<file path="config.mk">
export PLATFORM = sky130hd
export DESIGN_NAME = lsb_pixel_embed
export DESIGN_NICKNAME = d
export VERILOG_FILES = /design/src/rtl/lpe_pkg.sv /design/src/rtl/lpe_embed_calc.sv /design/src/rtl/lpe_out_fifo.sv /design/src/rtl/lsb_pixel_embed.sv
export SDC_FILE = /design/constraint.sdc
export NUM_CORES = 1
export LEC_CHECK = 0
export BUFFER_PORTS_ARGS = -buffer_cell sky130_fd_sc_hd__buf_4
export CAP_MARGIN = 20
export CORE_UTILIZATION = 50
export DETAILED_ROUTE_END_ITERATION = 8
export PLACE_DENSITY = 0.81
export SYNTH_ARGS = -nofsm -noshare
export SYNTH_HDL_FRONTEND = slang
export SYNTH_SLANG_ARGS = --single-unit
</file>
<file path="constraint.sdc">
create_clock -name clk -period 3.33 [get_ports clk]
set_input_delay 0.333 -clock clk [delete_from_list [all_inputs] [get_ports clk]]
set_output_delay 0.333 -clock clk [all_outputs]
set_load 0.005 [all_outputs]
</file>
<file path="src/rtl/lpe_pkg.sv">
package lpe_pkg;

	localparam int unsigned POS_W = 17;
	localparam int unsigned LEN_W = 16;
	localparam int unsigned LFSR_W = 16;
	localparam int unsigned PIX_W = 8;

	localparam logic [POS_W-1:0] POS_MAX = '1;
	localparam logic [LFSR_W-1:0] LFSR_TAPS = 16'hB400;
	localparam logic [PIX_W-1:0] DARK_MASK = 8'h29;
	localparam logic [PIX_W-1:0] BLUE_KEEP = 8'hF8;
	localparam logic [PIX_W-1:0] GREEN_KEEP = 8'hFC;
	localparam logic [PIX_W-1:0] RED_KEEP = 8'hF8;

	typedef enum logic [1:0] {
		CFG_PAYLOAD_LENGTH,
		CFG_FILL_MODE,
		CFG_RANDOM_SEED
	} cfg_index_t;

	typedef enum logic [1:0] {
		FILL_NONE,
		FILL_RANDOM,
		FILL_DARK,
		FILL_LIGHT
	} fill_mode_t;

	typedef struct packed {
		logic [PIX_W-1:0] blue;
		logic [PIX_W-1:0] green;
		logic [PIX_W-1:0] red;
		logic             used;
	} result_t;

	typedef struct packed {
		logic             frame_start;
		logic [PIX_W-1:0] blue;
		logic [PIX_W-1:0] green;
		logic [PIX_W-1:0] red;
		logic [PIX_W-1:0] payload;
	} pixel_t;

	function automatic logic [LFSR_W-1:0] lfsr_step(input logic [LFSR_W-1:0] v);
		logic [LFSR_W-1:0] s;
		s = v >> 1;
		if (v[0]) begin
			s = s ^ LFSR_TAPS;
		end
		return s;
	endfunction

	function automatic logic [LFSR_W-1:0] seed_fix(input logic [LFSR_W-1:0] s);
		return (s == '0) ? {{(LFSR_W-1){1'b0}}, 1'b1} : s;
	endfunction

endpackage

</file>
<file path="src/rtl/lpe_embed_calc.sv">
module lpe_embed_calc import lpe_pkg::*; (
	input  pixel_t            pixel,
	input  logic [POS_W-1:0]  pos,
	input  logic [LFSR_W-1:0] lfsr,
	input  logic [LEN_W-1:0]  payload_length,
	input  fill_mode_t        fill_mode,
	input  logic [LFSR_W-1:0] random_seed,
	output result_t           result,
	output logic [POS_W-1:0]  pos_next,
	output logic [LFSR_W-1:0] lfsr_next
);

	logic [POS_W-1:0]  pos_eff;
	logic [LFSR_W-1:0] lfsr_eff;
	logic [LFSR_W-1:0] lfsr_adv;
	logic [POS_W-1:0]  limit;
	logic [PIX_W-1:0]  hidden;
	logic              embed;
	logic              used;

	assign pos_eff = pixel.frame_start ? '0 : pos;
	assign lfsr_eff = pixel.frame_start ? seed_fix(random_seed) : lfsr;
	assign lfsr_adv = lfsr_step(lfsr_eff);
	assign limit = {1'b0, payload_length} + POS_W'(2);

	always_comb begin
		hidden = '0;
		embed = 1'b1;
		used = 1'b0;
		lfsr_next = lfsr_eff;
		priority if (pos_eff == POS_W'(0)) begin
			hidden = payload_length[7:0];
		end else if (pos_eff == POS_W'(1)) begin
			hidden = payload_length[15:8];
		end else if (pos_eff < limit) begin
			hidden = pixel.payload;
			used = 1'b1;
		end else begin
			unique case (fill_mode)
				FILL_NONE: begin
					embed = 1'b0;
				end
				FILL_RANDOM: begin
					lfsr_next = lfsr_adv;
					hidden = lfsr_adv[7:0];
				end
				FILL_DARK: begin
					lfsr_next = lfsr_adv;
					hidden = lfsr_adv[7:0] & DARK_MASK;
				end
				FILL_LIGHT: begin
					lfsr_next = lfsr_adv;
					hidden = lfsr_adv[7:0] | ~DARK_MASK;
				end
				default: begin
					embed = 1'b0;
				end
			endcase
		end
	end

	always_comb begin
		result.used = used;
		if (embed) begin
			result.blue = (pixel.blue & BLUE_KEEP) | {5'b0, hidden[2:0]};
			result.green = (pixel.green & GREEN_KEEP) | {6'b0, hidden[4:3]};
			result.red = (pixel.red & RED_KEEP) | {5'b0, hidden[7:5]};
		end else begin
			result.blue = pixel.blue;
			result.green = pixel.green;
			result.red = pixel.red;
		end
	end

	assign pos_next = (pos_eff < POS_MAX) ? pos_eff + POS_W'(1) : pos_eff;

endmodule

</file>
<file path="src/rtl/lpe_out_fifo.sv">
module lpe_out_fifo import lpe_pkg::*; (
	input  logic    clk,
	input  logic    arst_n,
	input  logic    push,
	input  result_t push_data,
	input  logic    pop,
	output logic    valid,
	output logic    full,
	output result_t data
);

	result_t    mem_q [2];
	logic       wr_ptr_q;
	logic       rd_ptr_q;
	logic [1:0] count_q;

	assign valid = (count_q != 2'd0);
	assign full = (count_q == 2'd2);
	assign data = mem_q[rd_ptr_q];

	always_ff @(posedge clk or negedge arst_n) begin
		if (!arst_n) begin
			wr_ptr_q <= 1'b0;
			rd_ptr_q <= 1'b0;
			count_q <= 2'd0;
		end else begin
			if (push) begin
				wr_ptr_q <= ~wr_ptr_q;
			end
			if (pop) begin
				rd_ptr_q <= ~rd_ptr_q;
			end
			unique case ({push, pop})
				2'b10: count_q <= count_q + 2'd1;
				2'b01: count_q <= count_q - 2'd1;
				default: count_q <= count_q;
			endcase
		end
	end

	always_ff @(posedge clk) begin
		if (push) begin
			mem_q[wr_ptr_q] <= push_data;
		end
	end

endmodule

</file>
<file path="src/rtl/lsb_pixel_embed.sv">
// Hides one byte per 24-bit pixel in the low color bits (blue 3, green 2, red 3). The first two
// pixels of a frame carry the payload length, the next payload_length pixels carry payload_byte,
// and later pixels are filled per fill_mode from a 16-bit LFSR. One pixel is taken per clock
// while the result side does not stall; each pixel passes the input register, then a two-entry
// result buffer that absorbs stalls on the result side, before its result is offered.
// Configuration writes are always ready and take effect on the next pixel; the seed is loaded
// at frame_start.
module lsb_pixel_embed import lpe_pkg::*; (
	input  logic             clk,
	input  logic             arst_n,
	input  logic             pixel_valid,
	output logic             pixel_stall,
	input  logic             frame_start,
	input  logic [PIX_W-1:0] blue_in,
	input  logic [PIX_W-1:0] green_in,
	input  logic [PIX_W-1:0] red_in,
	input  logic [PIX_W-1:0] payload_byte,
	output logic             result_valid,
	input  logic             result_stall,
	output logic [PIX_W-1:0] blue_out,
	output logic [PIX_W-1:0] green_out,
	output logic [PIX_W-1:0] red_out,
	output logic             used_payload,
	input  logic             cfg_valid,
	output logic             cfg_ready,
	input  logic [1:0]       cfg_index,
	input  logic [LEN_W-1:0] cfg_data
);

	logic [LEN_W-1:0]  payload_length_q;
	fill_mode_t        fill_mode_q;
	logic [LFSR_W-1:0] random_seed_q;
	logic [POS_W-1:0]  pos_q;
	logic [LFSR_W-1:0] lfsr_q;

	logic              valid_s1;
	pixel_t            pixel_s1;

	result_t           calc_result;
	logic [POS_W-1:0]  pos_next;
	logic [LFSR_W-1:0] lfsr_next;
	result_t           fifo_data;
	logic              fifo_full;
	logic              pop;
	logic              adv_s1;
	logic              accept;

	assign cfg_ready = 1'b1;
	assign pop = result_valid && !result_stall;
	assign adv_s1 = valid_s1 && (!fifo_full || pop);
	assign pixel_stall = valid_s1 && !adv_s1;
	assign accept = pixel_valid && !pixel_stall;

	always_ff @(posedge clk or negedge arst_n) begin
		if (!arst_n) begin
			payload_length_q <= LEN_W'(1);
			fill_mode_q <= FILL_NONE;
			random_seed_q <= LFSR_W'(1);
		end else if (cfg_valid && cfg_ready) begin
			unique case (cfg_index_t'(cfg_index))
				CFG_PAYLOAD_LENGTH: payload_length_q <= cfg_data;
				CFG_FILL_MODE: fill_mode_q <= fill_mode_t'(cfg_data[1:0]);
				CFG_RANDOM_SEED: random_seed_q <= cfg_data;
				default: ;
			endcase
		end
	end

	always_ff @(posedge clk or negedge arst_n) begin
		if (!arst_n) begin
			valid_s1 <= 1'b0;
		end else if (accept) begin
			valid_s1 <= 1'b1;
		end else if (adv_s1) begin
			valid_s1 <= 1'b0;
		end
	end

	always_ff @(posedge clk) begin
		if (accept) begin
			pixel_s1 <= '{frame_start: frame_start, blue: blue_in, green: green_in,
				red: red_in, payload: payload_byte};
		end
	end

	lpe_embed_calc u_calc (
		.pixel          (pixel_s1),
		.pos            (pos_q),
		.lfsr           (lfsr_q),
		.payload_length (payload_length_q),
		.fill_mode      (fill_mode_q),
		.random_seed    (random_seed_q),
		.result         (calc_result),
		.pos_next       (pos_next),
		.lfsr_next      (lfsr_next)
	);

	always_ff @(posedge clk or negedge arst_n) begin
		if (!arst_n) begin
			pos_q <= '0;
			lfsr_q <= LFSR_W'(1);
		end else if (adv_s1) begin
			pos_q <= pos_next;
			lfsr_q <= lfsr_next;
		end
	end

	lpe_out_fifo u_fifo (
		.clk       (clk),
		.arst_n    (arst_n),
		.push      (adv_s1),
		.push_data (calc_result),
		.pop       (pop),
		.valid     (result_valid),
		.full      (fifo_full),
		.data      (fifo_data)
	);

	assign blue_out = fifo_data.blue;
	assign green_out = fifo_data.green;
	assign red_out = fifo_data.red;
	assign used_payload = fifo_data.used;

	a_lfsr_nonzero: assert property (@(posedge clk) disable iff (!arst_n)
		lfsr_q != '0)
		else $error("fill LFSR reached the all-zero state");

	a_no_overwrite_s1: assert property (@(posedge clk) disable iff (!arst_n)
		accept |-> (!valid_s1 || adv_s1))
		else $error("input register overwritten before it advanced");

	a_pos_saturates: assert property (@(posedge clk) disable iff (!arst_n)
		(adv_s1 && !pixel_s1.frame_start && pos_q == POS_MAX) |=> pos_q == POS_MAX)
		else $error("pixel position wrapped");

	a_result_held: assert property (@(posedge clk) disable iff (!arst_n)
		(result_valid && result_stall) |=> (result_valid && $stable(fifo_data)))
		else $error("stalled result changed");

endmodule

</file>
==> key figures <==
Floorplanning
  • FP Rows: 44
  • Die X: 124 um
  • Die height: 124 um
  • Initial core utilization: 51.1%
  • IO Count: 84
  • Core area: 0.0145 mm^2
  • Die footprint: 0.0153 mm^2

Clock tree
  • Num CTS Buffers: 17
  • CTS root buffer: clkbuf_16
  • Worst-path clk slew: 0.06 ns
  • CTS H-tree depth: 4
  • CTS Sinks: 155
  • CTS tree: yes
  • Clock Path Buffers: 2
  • Cts hold-fix bufs: 0
  • Skew-Pair Late Insertion Delay: 0.42 ns

Logic synthesis
  • Top cells by area, synth: edfxtp_1 (34%), dfrtp_1 (23%), mux2_2 (9.6%), ha_1 (3.5%), nand2_1 (2.4%)
  • Yosys warns: 0
  • Post-synth EDFFs: 83
  • Area leader, netlist: edfxtp_1
  • Post-synth ARST share: 46.5%
  • Number of synthesized register bits: 155
  • Synth Flop Type: edfxtp_1
  • Synthesized cell area: 0.00742 mm^2
  • Cells after Synth: 591
  • Most frequent cell after synthesis: edfxtp_1
  • Post-Syn Nets: 668
  • Synth unique cells: 56
  • Top cells by count, synth: edfxtp_1 (83), dfrtp_1 (69), mux2_2 (63)
  • Seq/Total Area, Yosys: 57.9%
  • Synth top area share: 33.6%
  • Avg Inst Size Synth: 12.6 um^2

Timing
  • Minimum clock period: 3.33 ns
  • Worst slew pin tran: 0.906 ns
  • Final-report hold violation count: 0
  • Fin worst setup slack: -0.000577 ns
  • Slew HR: 39.6%
  • Clock skew: 0.00861 ns
  • Final Cycle Share: 100%
  • Final Max Slew Viols: 0
  • Fmax: 0.300 GHz
  • Final setup vio count: 1
  • Unrepaired setup endpoints after global routing: yes

Detailed routing
  • Final WL: 17,800 um
  • DRC viols: 0
  • Via Count: 5,284
  • First-pass iteration count of the detailed router: 5
  • Iter 0 DRT Violations: 430
  • Routed len/inst: 19.6 um
  • DRT antenna net count: 0
  • Detail-routed via count per cell: 5.83

Place
  • Worst slack, placed: -0.104 ns
  • Placed cell count: 868
  • Post-detail-place hpwl: 12,600 um
  • Placer congestion estimate: 0.926
  • IO buf count: 82
  • Placed Area: 0.00846 mm^2

GRT
  • Initial antenna violation count: 0
  • First-pass GRT wire length: 26,900 um
  • GRT Overall Usage: 24.0%
  • Global route overflow: 0
  • Pin count of the biggest net entering global routing: 73
  • Vias in the first global route: 5,143

Final layout
  • Nets: 787
  • # fillers: 1,112
  • Multi-input logic area: 0.00312 mm^2
  • Layout cell share with drive strength beyond 1: 35.7%
  • Layout Area Growth over Synthesis: 24.9%
  • Antenna cells: 0
  • Non-Filler Instances: 907
  • Sequential Area: 0.00430 mm^2
  • Design Area, Final: 0.00927 mm^2

Setup path
  • Crit Path Max Fanout: 13
  • WP buf/inv: 2
  • Max incr delay on CP: 0.52 ns
  • Crit start category: flip-flop
  • CP Cell Sequence: and4_1, and3_4, nand2_2, or4_4, xor2_2, ha_4, nand4_4, nor3_4, o311ai_2, buf_4, a311oi_4, buf_12, nor2_2, a221o_1
  • Crit path DAT: 3.64 ns
  • Worst setup path class: reg2reg
  • FF-to-FF path depth: 14
  • Worst path slowest cell: or4_4
  • Top Family by Delay on Critical Path: simple AND/OR/NAND/NOR gates
  • Worst Setup End Kind: flip-flop
  • Critical path depth in cells: 14
  • CP Data Required Time: 3.64 ns

Status
  • Failing checks: setup timing
  • Status: complete, but fails checks

Pwr
  • Power per unit of standard cell area: 710 mW/mm^2
  • Leak: 3.71 nW
  • Worst VDD drop: 433 uV

Flow run
  • MaxCap Viol Count: 0

Worst hold path
  • HP Class: in2async
where the power goes:
group | switching (mW) | internal, mW
combinational | 0.947 | 0.920
clock | 0.778 | 1.10
sequential | 0.279 | 2.55
total | 2.00 | 4.57
worst reg2reg max path: cells and delay by family (launching register included):
kind                     cells  cell delay, ns
AND/OR/NAND/NOR              7            1.27
adder cells (fa/ha/maj)      1            0.30
buffers and inverters        2            0.37
flip-flops                   1            0.34
AO/OA/AOI/OAI                3            0.74
XOR/XNOR                     1            0.17
stage by stage:
stage               hold WS (ns)  total power, mW  util, %  setup TNS [ns]
CTS                       0.0660             6.54     62.4          -0.256
global placement           0.423             4.56     58.2          -0.141
finish                    0.0404             6.58     63.8       -0.000577
global route              0.0583             6.90     63.8           -2.69
detailed placement         0.432             4.64     58.2          -0.637
floorplan                 0.0374             3.87        -          -0.167
cell type report:
cell class | instances | area share, %
well taps | 184 | 2.48
clock inverters | 14 | 1.57
clock buffers | 18 | 4.63
repair buffers | 126 | 10.8
inverters | 13 | 0.526
multi-input cells | 397 | 33.7
flip-flops and latches | 155 | 46.4
layout by cell type (no fill, tap or decap), types with 3 or more instances in the layout:
master,netlist,final
nand3_1,19,18
nor2b_1,16,16
or3_1,5,5
nor4_1,12,12
o21ai_1,0,8
a22o_1,6,6
dfrtp_1,69,69
a221o_1,8,8
nor2_1,32,28
xnor2_1,18,18
a311o_1,4,3
nor3_1,7,5
inv_1,13,13
nor2_2,0,4
and2_1,5,3
dfstp_2,3,3
mux2_2,63,63
nand2b_1,8,8
buf_6,2,7
a21oi_1,16,13
nand4_1,5,5
buf_4,2,117
ha_1,21,20
nand3b_1,4,4
clkbuf_16,0,17
a211oi_1,4,3
mux2i_1,8,8
xor2_1,19,18
o21ai_0,27,15
clkinv_4,0,4
a41oi_1,7,3
a41oi_2,0,3
a21oi_2,0,3
nand2_1,47,46
edfxtp_1,83,83
o21ai_2,0,4
cell families (layout without fill, tap and decap cells):
group / after synthesis / count (layout) / share of synthesized area [%]
muxes: 71 / 71 / 10.6
buffers and inverters: 39 / 171 / 2.31
DFF: 155 / 155 / 57.9
adders and majority gates: 21 / 21 / 3.54
and+or+nand+nor: 175 / 175 / 12.2
xor gates and xnor gates: 37 / 37 / 4.37
AOI/OAI and AO/OA: 92 / 92 / 9.00
other: 1 / 1 / 0.0505
what timing repair did:
| action | in CTS | in global routing |
|---|---|---|
| resized for setup | 9 | 43 |
| pin swaps | 2 | 14 |
| endpoints found under the setup margin | 28 | 32 |
| setup buffers | 3 | 4 |
layer usage:
layer | GRT usage [%] | vias up | part of all wire, %
met5 | 0 | - | 0
met4 | 7.91 | 0 | 1.8
met3 | 6.36 | 29 | 4.7
met1 | 31.8 | 2657 | 43
met2 | 38.4 | 160 | 50
li1 | - | 2438 | -
worst paths after layout:
check / slack [ns] / end / startpoint
max: -0.0006 / lfsr_q[14] / payload_length_q[7]
min: 0.04 / lfsr_q[15] / arst_n
max reg2reg: -0.0006 / lfsr_q[14] / payload_length_q[7]
min reg2reg: 0.44 / u_fifo.mem_q[0][7] / pixel_s1[14]
max in group asynchronous: 2.70 / u_fifo.count_q[0] / arst_n
min in group clk: 0.08 / pixel_s1[9] / red_in[1]
registers in the layout, indices dropped and copies added, names as in the netlist:
name,count
payload_length_q,16
fill_mode_q,2
u_fifo.count_q,2
u_fifo.mem_q,50
valid_s1,1
random_seed_q,16
u_fifo.rd_ptr_q,1
pixel_s1,33
u_fifo.wr_ptr_q,1
lfsr_q,16
pos_q,17
Note: power is estimated with default switching activity, not from simulation.
